$ cat src/rtl/core/tehs_pkg.sv
// Shared constants and codes for the timed event heap scheduler.
package tehs_pkg;

    localparam int HeapCapacity = 16;
    localparam int TimeWidth    = 48;
    localparam int DelayWidth   = 24;
    localparam int IdWidth      = 8;
    localparam int PosWidth     = 4;
    localparam int CountWidth   = 5;
    localparam int StepWidth    = 8;

    localparam logic [StepWidth-1:0] StepReset = 8'd4;

    typedef logic [1:0] t_code;

    localparam t_code OP_ADD  = 2'd0;
    localparam t_code OP_DEL  = 2'd1;
    localparam t_code OP_TICK = 2'd2;

    localparam t_code KIND_ADD  = 2'd0;
    localparam t_code KIND_DEL  = 2'd1;
    localparam t_code KIND_FIRE = 2'd2;

    localparam t_code ST_OK      = 2'd0;
    localparam t_code ST_FULL    = 2'd1;
    localparam t_code ST_BAD_POS = 2'd2;

endpackage

$ cat src/rtl/core/timed_event_heap_scheduler_core.sv
// Timed event queue held as a binary min-heap in one synchronous memory.
//
// Input channel i_valid/o_ready carries one beat per operation: add (delay and
// event id), delete (heap position) or tick. Output channel o_valid/i_ready
// returns result beats; add and delete give exactly one beat, a tick gives one
// beat per fired event, or none, with o_last on the final one.
// The heap lives in a single memory of entries with a registered read;
// every heap step is a read followed by a compare and a write-back.
// An add climbs from the new leaf toward the root, moving each parent down
// while its time is later than the new entry's. A delete shifts the entries
// on the path from its position to the root down one level, fetches the
// last entry into the root and sifts it down, reading the left and then the
// right child. A tick tests the root and, for each fired event, runs the
// delete sequence from the root and a further test.
// One item is worked on at a time; o_ready is high only while idle.
// The result register lets the next item start while a beat waits, and a
// stalled receiver holds the sequencer only when a further beat is due.
// Reset empties the heap, clears the current time and sets the tick step
// to four; memory contents need no clearing.
module timed_event_heap_scheduler_core
    import tehs_pkg::*;
#(
    parameter int HEAP_CAPACITY = HeapCapacity,
    parameter int TIME_WIDTH    = TimeWidth
) (
    input  logic                  i_clk,
    input  logic                  i_rst_n,
    input  logic                  i_valid,
    output logic                  o_ready,
    input  logic [1:0]            i_op,
    input  logic [DelayWidth-1:0] i_delay,
    input  logic [IdWidth-1:0]    i_event_id,
    input  logic [PosWidth-1:0]   i_position,
    output logic                  o_valid,
    input  logic                  i_ready,
    output logic [1:0]            o_kind,
    output logic [IdWidth-1:0]    o_fired_id,
    output logic [CountWidth-1:0] o_count,
    output logic [1:0]            o_status,
    output logic                  o_last,
    input  logic                  i_cfg_we,
    input  logic [StepWidth-1:0]  i_cfg_wdata
);

    localparam int AW = (HEAP_CAPACITY > 1) ? $clog2(HEAP_CAPACITY) : 1;
    localparam int CW = $clog2(HEAP_CAPACITY + 1);
    localparam int EW = TIME_WIDTH + IdWidth;

    localparam logic [3:0] S_IDLE  = 4'd0;
    localparam logic [3:0] S_UP    = 4'd1;
    localparam logic [3:0] S_UPC   = 4'd2;
    localparam logic [3:0] S_DUP   = 4'd3;
    localparam logic [3:0] S_DUPC  = 4'd4;
    localparam logic [3:0] S_LAST  = 4'd5;
    localparam logic [3:0] S_DN    = 4'd6;
    localparam logic [3:0] S_DNL   = 4'd7;
    localparam logic [3:0] S_DNR   = 4'd8;
    localparam logic [3:0] S_TCHK  = 4'd9;
    localparam logic [3:0] S_TCMP  = 4'd10;
    localparam logic [3:0] S_TPUSH = 4'd11;
    localparam logic [3:0] S_EMIT  = 4'd12;

    logic [EW-1:0] r_mem [HEAP_CAPACITY];
    logic [EW-1:0] r_rd;
    logic          rd_en, we;
    logic [AW-1:0] rd_addr, wa;
    logic [EW-1:0] wd;

    logic [3:0]            r_state, n_state;
    logic [CW-1:0]         r_count, n_count;
    logic [TIME_WIDTH-1:0] r_time, n_time;
    logic [StepWidth-1:0]  r_step;
    logic [AW-1:0]         r_i, n_i, r_m, n_m;
    logic [EW-1:0]         r_ent, n_ent, r_best, n_best;
    logic                  r_msel, n_msel;
    t_code                 r_op, n_op, r_kind, n_kind, r_status, n_status;
    logic                  r_hit, n_hit, r_pend, n_pend;
    logic [IdWidth-1:0]    r_hid, n_hid, r_pid, n_pid;

    logic                  r_ov, n_ov;
    t_code                 r_okind, n_okind, r_ostat, n_ostat;
    logic [IdWidth-1:0]    r_oid, n_oid;
    logic [CW-1:0]         r_ocnt, n_ocnt;
    logic                  r_olast, n_olast;

    logic                  slot_free;
    logic [AW-1:0]         parent, last_addr;
    logic [AW+1:0]         l_ext, rr_ext;
    logic                  l_in, r_in;

    assign slot_free = !r_ov || i_ready;
    assign parent    = (r_i - AW'(1)) >> 1;
    assign last_addr = AW'(r_count - CW'(1));
    assign l_ext     = {1'b0, r_i, 1'b1};
    assign rr_ext    = l_ext + (AW+2)'(1);
    assign l_in      = 32'(l_ext) < 32'(r_count);
    assign r_in      = 32'(rr_ext) < 32'(r_count);

    always_comb begin
        logic          lsmall;
        logic [EW-1:0] best;
        logic          msel;
        logic [AW-1:0] m;
        logic          decide;
        logic          done;

        lsmall = 1'b0;
        best = r_best;
        msel = r_msel;
        m = r_m;
        decide = 1'b0;
        done = 1'b0;

        n_state = r_state; n_count = r_count; n_time = r_time;
        n_i = r_i; n_m = r_m; n_ent = r_ent; n_best = r_best; n_msel = r_msel;
        n_op = r_op; n_kind = r_kind; n_status = r_status;
        n_hit = r_hit; n_hid = r_hid; n_pend = r_pend; n_pid = r_pid;
        n_ov = r_ov && !i_ready;
        n_okind = r_okind; n_oid = r_oid; n_ocnt = r_ocnt;
        n_ostat = r_ostat; n_olast = r_olast;
        rd_en = 1'b0; rd_addr = '0; we = 1'b0; wa = '0; wd = r_ent;

        unique case (r_state)
            S_IDLE: begin
                if (i_valid) begin
                    n_op = i_op;
                    case (i_op)
                        OP_ADD: begin
                            n_kind = KIND_ADD;
                            if (32'(r_count) >= HEAP_CAPACITY) begin
                                n_status = ST_FULL;
                                n_state = S_EMIT;
                            end else begin
                                n_status = ST_OK;
                                n_ent = {r_time + TIME_WIDTH'(i_delay), i_event_id};
                                n_i = AW'(r_count);
                                n_count = r_count + CW'(1);
                                n_state = S_UP;
                            end
                        end
                        OP_DEL: begin
                            n_kind = KIND_DEL;
                            if (32'(i_position) >= 32'(r_count)) begin
                                n_status = ST_BAD_POS;
                                n_state = S_EMIT;
                            end else begin
                                n_status = ST_OK;
                                n_i = AW'(i_position);
                                n_state = S_DUP;
                            end
                        end
                        OP_TICK: begin
                            n_time = r_time + TIME_WIDTH'(r_step);
                            n_pend = 1'b0;
                            n_state = S_TCHK;
                        end
                        default: ;
                    endcase
                end
            end
            S_UP: begin
                if (r_i == '0) begin
                    we = 1'b1; wa = r_i; wd = r_ent;
                    n_state = S_EMIT;
                end else begin
                    rd_en = 1'b1; rd_addr = parent;
                    n_state = S_UPC;
                end
            end
            S_UPC: begin
                if (r_rd[EW-1:IdWidth] > r_ent[EW-1:IdWidth]) begin
                    we = 1'b1; wa = r_i; wd = r_rd;
                    n_i = parent;
                    n_state = S_UP;
                end else begin
                    we = 1'b1; wa = r_i; wd = r_ent;
                    n_state = S_EMIT;
                end
            end
            S_DUP: begin
                rd_en = 1'b1;
                if (r_i == '0) begin
                    rd_addr = last_addr;
                    n_state = S_LAST;
                end else begin
                    rd_addr = parent;
                    n_state = S_DUPC;
                end
            end
            S_DUPC: begin
                we = 1'b1; wa = r_i; wd = r_rd;
                n_i = parent;
                n_state = S_DUP;
            end
            S_LAST: begin
                n_ent = r_rd;
                n_count = r_count - CW'(1);
                n_i = '0;
                n_state = S_DN;
            end
            S_DN: begin
                if (!l_in) begin
                    we = 1'b1; wa = r_i; wd = r_ent;
                    done = 1'b1;
                end else begin
                    rd_en = 1'b1; rd_addr = l_ext[AW-1:0];
                    n_state = S_DNL;
                end
            end
            S_DNL: begin
                lsmall = r_rd[EW-1:IdWidth] < r_ent[EW-1:IdWidth];
                best = lsmall ? r_rd : r_ent;
                msel = lsmall;
                m = l_ext[AW-1:0];
                if (r_in) begin
                    rd_en = 1'b1; rd_addr = rr_ext[AW-1:0];
                    n_best = best; n_msel = msel; n_m = m;
                    n_state = S_DNR;
                end else begin
                    decide = 1'b1;
                end
            end
            S_DNR: begin
                if (r_rd[EW-1:IdWidth] < r_best[EW-1:IdWidth]) begin
                    best = r_rd; msel = 1'b1; m = rr_ext[AW-1:0];
                end
                decide = 1'b1;
            end
            S_TCHK: begin
                if (r_count == '0) begin
                    n_hit = 1'b0;
                    n_state = S_TPUSH;
                end else begin
                    rd_en = 1'b1; rd_addr = '0;
                    n_state = S_TCMP;
                end
            end
            S_TCMP: begin
                n_hit = r_rd[EW-1:IdWidth] <= r_time;
                n_hid = r_rd[IdWidth-1:0];
                n_state = S_TPUSH;
            end
            S_TPUSH: begin
                if (!r_pend || slot_free) begin
                    if (r_pend) begin
                        n_ov = 1'b1; n_okind = KIND_FIRE; n_oid = r_pid;
                        n_ocnt = r_count; n_ostat = ST_OK; n_olast = !r_hit;
                    end
                    n_pend = r_hit;
                    n_pid = r_hid;
                    if (r_hit) begin
                        n_i = '0;
                        n_state = S_DUP;
                    end else begin
                        n_state = S_IDLE;
                    end
                end
            end
            S_EMIT: begin
                if (slot_free) begin
                    n_ov = 1'b1; n_okind = r_kind; n_oid = '0;
                    n_ocnt = r_count; n_ostat = r_status; n_olast = 1'b1;
                    n_state = S_IDLE;
                end
            end
            default: n_state = S_IDLE;
        endcase

        if (decide) begin
            if (!msel) begin
                we = 1'b1; wa = r_i; wd = r_ent;
                done = 1'b1;
            end else begin
                we = 1'b1; wa = r_i; wd = best;
                n_i = m;
                n_state = S_DN;
            end
        end
        if (done) begin
            n_state = (r_op == OP_DEL) ? S_EMIT : S_TCHK;
        end
    end

    always_ff @(posedge i_clk) begin
        if (we) begin
            r_mem[wa] <= wd;
        end
        if (rd_en) begin
            r_rd <= r_mem[rd_addr];
        end
    end

    always_ff @(posedge i_clk) begin
        if (!i_rst_n) begin
            r_state <= S_IDLE;
            r_count <= '0;
            r_time  <= '0;
            r_step  <= StepReset;
            r_pend  <= 1'b0;
            r_ov    <= 1'b0;
        end else begin
            r_state <= n_state;
            r_count <= n_count;
            r_time  <= n_time;
            r_pend  <= n_pend;
            r_ov    <= n_ov;
            if (i_cfg_we) begin
                r_step <= i_cfg_wdata;
            end
        end
    end

    always_ff @(posedge i_clk) begin
        r_i <= n_i; r_m <= n_m; r_ent <= n_ent; r_best <= n_best; r_msel <= n_msel;
        r_op <= n_op; r_kind <= n_kind; r_status <= n_status;
        r_hit <= n_hit; r_hid <= n_hid; r_pid <= n_pid;
        r_okind <= n_okind; r_oid <= n_oid; r_ocnt <= n_ocnt;
        r_ostat <= n_ostat; r_olast <= n_olast;
    end

    assign o_ready    = (r_state == S_IDLE);
    assign o_valid    = r_ov;
    assign o_kind     = r_okind;
    assign o_fired_id = r_oid;
    assign o_count    = CountWidth'(r_ocnt);
    assign o_status   = r_ostat;
    assign o_last     = r_olast;

endmodule

$ cat config.mk
export PLATFORM = sky130hd
export DESIGN_NAME = timed_event_heap_scheduler_core
export DESIGN_NICKNAME = d
export VERILOG_FILES = /design/src/rtl/core/tehs_pkg.sv /design/src/rtl/core/timed_event_heap_scheduler_core.sv
export SDC_FILE = /design/constraint.sdc
export NUM_CORES = 2
export LEC_CHECK = 0
export ABC_CLOCK_PERIOD_IN_PS = 15400
export BUFFER_PORTS_ARGS = -buffer_cell sky130_fd_sc_hd__buf_4
export CELL_PAD_IN_SITES_DETAIL_PLACEMENT = 0
export CELL_PAD_IN_SITES_GLOBAL_PLACEMENT = 1
export CORE_ASPECT_RATIO = 1.2
export CORE_UTILIZATION = 55
export CTS_BUF_LIST = sky130_fd_sc_hd__clkbuf_16
export CTS_CLUSTER_DIAMETER = 120
export DETAILED_ROUTE_END_ITERATION = 12
export GPL_ROUTABILITY_DRIVEN = 0
export HOLD_SLACK_MARGIN = 0.06
export PLACE_DENSITY = 0.86
export SLEW_MARGIN = 5
export SYNTH_ARGS = -nofsm -noshare
export SYNTH_HDL_FRONTEND = slang
export SYNTH_SLANG_ARGS = --single-unit
$ cat constraint.sdc
create_clock -name i_clk -period 15.4 [get_ports i_clk]
set_input_delay 0.77 -clock i_clk [delete_from_list [all_inputs] [get_ports i_clk]]
set_output_delay 0.77 -clock i_clk [all_outputs]
set_load 0.005 [all_outputs]
Word level (Yosys, flattened, before mapping)
Memories as Yosys holds them, arrays and structs flattened. A register that Yosys moved wholly into a read port is not among the register bits.
Cells that the tools add are included.
{"block": "word_totals", "memories": 1, "inputBits": 51, "elab_cells": 192, "out_inout_bits": 20, "ramBits": 896, "reg_bits": 228}
{"block": "classes", "add_sub_neg": 6, "mux": 106, "n_eq_ne": 23, "magnitude_cmp": 8, "n_reduce_logical": 26}
{"name": "r_mem", "words": 16, "word_bits": 56, "read_ports": 1, "rd_ports_with_merged_regs": 1, "write_ports": 1, "line": "timed_event_heap_scheduler_core.sv:63", "text": "logic [EW-1:0] r_mem [HEAP_CAPACITY];"}
{"op": "$mux W56", "count": 8}
{"op": "$pmux W56 S2", "count": 3}
{"op": "$mux W4", "count": 27}
{"op": "$lt A48 B48 Y1", "count": 2}
{"op": "$pmux W4 S13", "count": 1}
{"op": "$add A48 B24 Y48", "count": 1}
{"op": "$add A48 B8 Y48", "count": 1}
{"op": "$gt A48 B48 Y1", "count": 1}
{"op": "$le A48 B48 Y1", "count": 1}
{"op": "$mux W5", "count": 6}
{"op": "$mux W1", "count": 27}
{"op": "$mux W8", "count": 3}
{"op": "$pmux W4 S3", "count": 2}
{"op": "$eq A4 B4 Y1 const B", "count": 5}
{"op": "$pmux W4 S5", "count": 1}
{"op": "$pmux W5 S2", "count": 2}
{"op": "$eq A4 B3 Y1 const B", "count": 4}
{"op": "$mux W2", "count": 8}
{"op": "$pmux W2 S2", "count": 4}
{"op": "$pmux W4 S2", "count": 2}
{"op": "$pmux W4 S4", "count": 1}
{"op": "$pmux W8 S2", "count": 1}
{"op": "$ne A2 B2 Y1 const B", "count": 6}
{"op": "$pmux W1 S2", "count": 6}
{"op": "27 further kinds", "count": 46}

Depth between registers and ports, before layout
{"block": "depth", "ltp_word": 8, "ltp_mapped": 15, "mapped_depth_nobuf": 12}

Worst setup path before layout
OpenSTA, ideal clock, no wires.
{"block": "synth_timing", "path_kind": "flip-flop to flip-flop", "start": "register r_i[0]", "end": "register r_rd[0], read port of r_mem (enable)", "n_path_buf": 1, "setup_ns": 0.426, "path_stages_with_launch": 10, "required_time_ns": 14.974, "arrival_ns": 5.267, "slack_ns": 9.707, "period_less_slack_ns": 5.693, "path_cell_list": "dfxtp_1 > clkbuf_1 > inv_1 > ha_1 > ha_1 > o21a_1 > o21a_1 > o21a_1 > nor2_2 > a311o_1"}
{"block": "synth_via", "elab_chain_len": 4, "word_cells_on_any_way": 14, "classes_between": "add/sub: 2; order compare: 2; mux: 9; reduce/logical: 1"}
{"item": "from (decl)", "line": "timed_event_heap_scheduler_core.sv:73", "text": "logic [AW-1:0] r_i, n_i, r_m, n_m;"}
{"item": "from (signal assigned)", "line": "timed_event_heap_scheduler_core.sv:314", "text": "r_i <= n_i; r_m <= n_m; r_ent <= n_ent; r_best <= n_best; r_msel <= n_msel;"}
{"item": "$add A5 B1 Y6", "line": "timed_event_heap_scheduler_core.sv:95", "text": "assign rr_ext = l_ext + (AW+2)'(1);"}
{"item": "$lt A6 B5 Y1", "line": "timed_event_heap_scheduler_core.sv:97", "text": "assign r_in = 32'(rr_ext) < 32'(r_count);"}
{"item": "$mux W1", "line": "timed_event_heap_scheduler_core.sv:215", "text": "if (r_in) begin"}
{"item": "$pmux W1 S5 (*)", "line": "timed_event_heap_scheduler_core.sv:123", "text": "unique case (r_state)"}
{"item": "via rd_en", "line": "timed_event_heap_scheduler_core.sv:65", "text": "logic rd_en, we;"}
{"item": "to (decl)", "line": "timed_event_heap_scheduler_core.sv:64", "text": "logic [EW-1:0] r_rd;"}
The timed path passes the listed nets; every way through them passes the cells marked *.
A chain may end at the register's enable or synchronous reset.

Worst setup path in the final report
{"block": "layout_timing", "start": "register r_rd[22], read port of r_mem", "end": "memory r_mem[13][33] (netlist name) (data pin)"}
{"block": "layout_via", "elab_chain_len": 5, "word_cells_on_any_way": 12, "classes_between": "order compare: 3; mux: 9"}
{"item": "$lt A48 B48 Y1 (on tied branches)", "line": "timed_event_heap_scheduler_core.sv:224, timed_event_heap_scheduler_core.sv:211"}
{"item": "$mux W56 (tied with other cells)", "line": "timed_event_heap_scheduler_core.sv:224", "text": "if (r_rd[EW-1:IdWidth] < r_best[EW-1:IdWidth]) begin"}
{"item": "$pmux W56 S2 / $pmux W1 S2 (equally long branches)", "line": "timed_event_heap_scheduler_core.sv:123"}
{"item": "$mux W56", "line": "timed_event_heap_scheduler_core.sv:270", "text": "if (!msel) begin"}
{"item": "$mux W56 (*)", "line": "timed_event_heap_scheduler_core.sv:269", "text": "if (decide) begin"}
{"item": "via wd[33]", "line": "timed_event_heap_scheduler_core.sv:67", "text": "logic [EW-1:0] wd;"}
{"item": "to (decl)", "line": "timed_event_heap_scheduler_core.sv:63"}
Marked as above.

==> results.yml <==
critical_path:
  r2r-start: "r_rd[22]"
  worst_setup_path_end_kind: "register"
  crit_fanout: 48
  reg2reg_depth: 12
  rrSetupSlack_ns: 9.52
  startpoint_type: "register"
  cp.arrival_ns: 6.24
  cp.required_ns: 15.76
  reg2reg_to: "r_mem[13][33]"
  path_class: "reg2reg"
logic_synthesis:
  syn_area_um2: 54290
  syn-num-nets: 4472
  synth_warnings: 0
  async_flop_share_pct: 0
  ys_seq_elements: 1179
  synth-main-ff-cell: "edfxtp_1"
  synth_edf_count: 1108
  synth_cells: 4226
  seq_area_frac_synth_pct: 63.90
  synth_cell_types: 81
  synth_area_per_cell_um2: 12.85
detailed_routing:
  drtIter0Drc: 3845
  drc: 0
  wirelength_um: 145600
  dr.pass1.iters: 6
  ant_nets: 0
  wire_per_inst_um: 26.06
  vias: 35720
  viasPerCell: 6.394
sta:
  post-route-period-util_pct: 38.17
  tightest_slew_ns: 1.192
  hold_viol: 0
  max_slew_margin_pct: 20.36
  layout_min_cycle_time_ns: 5.878
  setup-tns-final_ns: 0
  setup_ws_ns: 9.522
  rsz0062_at_grt: "no"
  setup_viol: 0
  fin_skew_ns: 0.04773
  final_max_slew_viol_count: 0
  clock.fmax_mhz: 170.1
grt:
  use_met1_pct: 38.59
  met3_usage_pct: 4.249
  antenna_found_initial: 1
  grt_pass1_wl_um: 214700
  gr-usage-all-layers_pct: 28.88
  grt_max_degree: 161
  grt_busiest_layer: "met2"
  grt_overflow: 0
  grt_pass1_vias: 34300
  grt.met2_usage_pct: 47.30
clock_network:
  cts_buffer_depth: 3
  cts_setup_buffers: 0
  cts_hold_buffers: 0
  htree_levels: 3
  path_clk_slew_ns: 0.07
  post_cts_resized: 0
  clock-root-buffer: "clkbuf_16"
  cts.sinks: 1179
  cts_tree: "built"
  cts_buffers: 111
  clock_latency_ns: 0.73
placed_design:
  placedCellCount: 5382
  place_area_um2: 56100
  portBuffers: 70
  hpwl_um: 83650
  post-place-ws_ns: 9.613
job:
  cap_violations: 0
finish:
  finalNetCount: 4471
  syn2layout_area_growth_pct: 10.00
  drive_gt1_share_pct: 8.225
  final_cell_mix: "edfxtp_1, nand2_1, mux2i_1"
  final_common_cell: "edfxtp_1"
  fin_cells: 5586
  design_area_um2: 59720
  n_antenna_cell: 0
status:
  status: "finished, final reports clean"
floorplanning:
  row_count: 125
  io_pins: 71
  core_um2: 97280
  die_y_um: 346.2
  fp.dieW_um: 288.8
  die_area_um2: 99980
  start_util_pct: 55.81
power:
  powerDensity_nw_per_um2: 167.6
  p_leak_nw: 20.54
  p_total_mw: 10.01
  peakVddDrop_mv: 0.1121
hold_path:
  hold_end: "r_step[2]"
  hp-class: "in2reg"
  hp-start: "i_cfg_wdata[2]"
  holdPathStages: 3
## layer usage
| metal | routed length [um] | up-vias | part of all wire (%) |
|---|---|---|---|
| met5 | 13 | - | 0.0089 |
| met4 | 5669 | 2 | 3.9 |
| met3 | 11930 | 341 | 8.2 |
| met2 | 70160 | 1676 | 48 |
| met1 | 57800 | 17630 | 40 |
| li1 | - | 16070 | - |
## area by class of cell
type | count | area, um^2
clock inverter | 93 | 842.1
clock buffer | 111 | 2778
fill | 7385 | 37560
timing repair buffer | 130 | 1001
sequential | 1179 | 34690
multi-input combinational | 2621 | 18140
inverter | 182 | 683.2
tap | 1270 | 1589
## cells by family after synthesis
| kind of cell | share of synthesized area [%] |
|---|---|
| DFF | 63.90 |
| and+or+nand+nor | 9.294 |
| AOI/OAI and AO/OA | 12.17 |
| buffers and inverters | 3.155 |
| muxes | 5.556 |
| adders and majority gates | 4.522 |
| xor gates and xnor gates | 1.403 |
## critical path, cell delays in order, from the launching register on
cell	delay, ns
edfxtp_1	0.52
ha_1	0.39
nand4_1	0.25
nor4_1	0.71
a21boi_0	0.44
o41a_1	0.25
a211oi_4	0.07
and2_4	0.32
buf_4	0.40
o31ai_4	0.66
buf_4	0.81
a31oi_1	0.08
a221o_1	0.53
## how the worst max path moves through the flow
stage,startpoint,slack (ns),end
2_1_floorplan,r_i[0],9.71,r_rd[0]
3_3_place_gp,r_i[0],9.71,r_rd[47]
3_5_place_dp,r_i[0],9.61,r_rd[42]
4_1_cts,r_i[0],9.63,r_rd[31]
5_1_grt,r_i[0],9.25,r_rd[43]
6_report,r_rd[22],9.52,r_mem[13][33]
## flip-flops by register name (all words and copies together), names as in the netlist, 48 cells and up
name and flops:
r_mem 896, r_best 56, r_ent 56, r_rd 56, r_time 48
## cells in the mapped netlist (44+ instances only)
cell type,n,area share (%)
edfxtp_1,1108,61
nand2_1,586,4.1
mux2i_1,289,5.3
ha_1,193,4.4
o21ai_0,181,1.7
inv_1,175,1.2
a31oi_1,163,1.9
clkbuf_1,161,1.1
nor2_1,131,0.91
a211oi_1,127,1.8
and2_1,127,1.5
a221o_1,117,2.2
a21oi_1,114,1.1
nand3_1,97,0.89
xnor2_1,76,1.2
dfxtp_1,71,2.6
buf_2,66,0.61
a32o_1,60,1.1
a21o_1,44,0.61
## through the flow
step | util (%) | hold slack [ns]
after global routing | 61.39 | 0.2886
after CTS | 61.39 | 0.2480
after floorplan | - | 0.4003
final | 61.39 | 0.2761
after detailed placement | 57.67 | 0.4045
after global placement | 57.67 | 0.4014
## report_power, final
| part | leakage (nW) | internal [mW] | switching, mW | total [mW] |
|---|---|---|---|---|
| registers | 10.6 | 4.40 | 0.190 | 4.58 |
| clock network | 1.86 | 1.52 | 1.20 | 2.72 |
| logic | 8.05 | 0.829 | 1.87 | 2.70 |
| total | 20.5 | 6.74 | 3.27 | 10.0 |
Power figures use the tool's default switching activity.
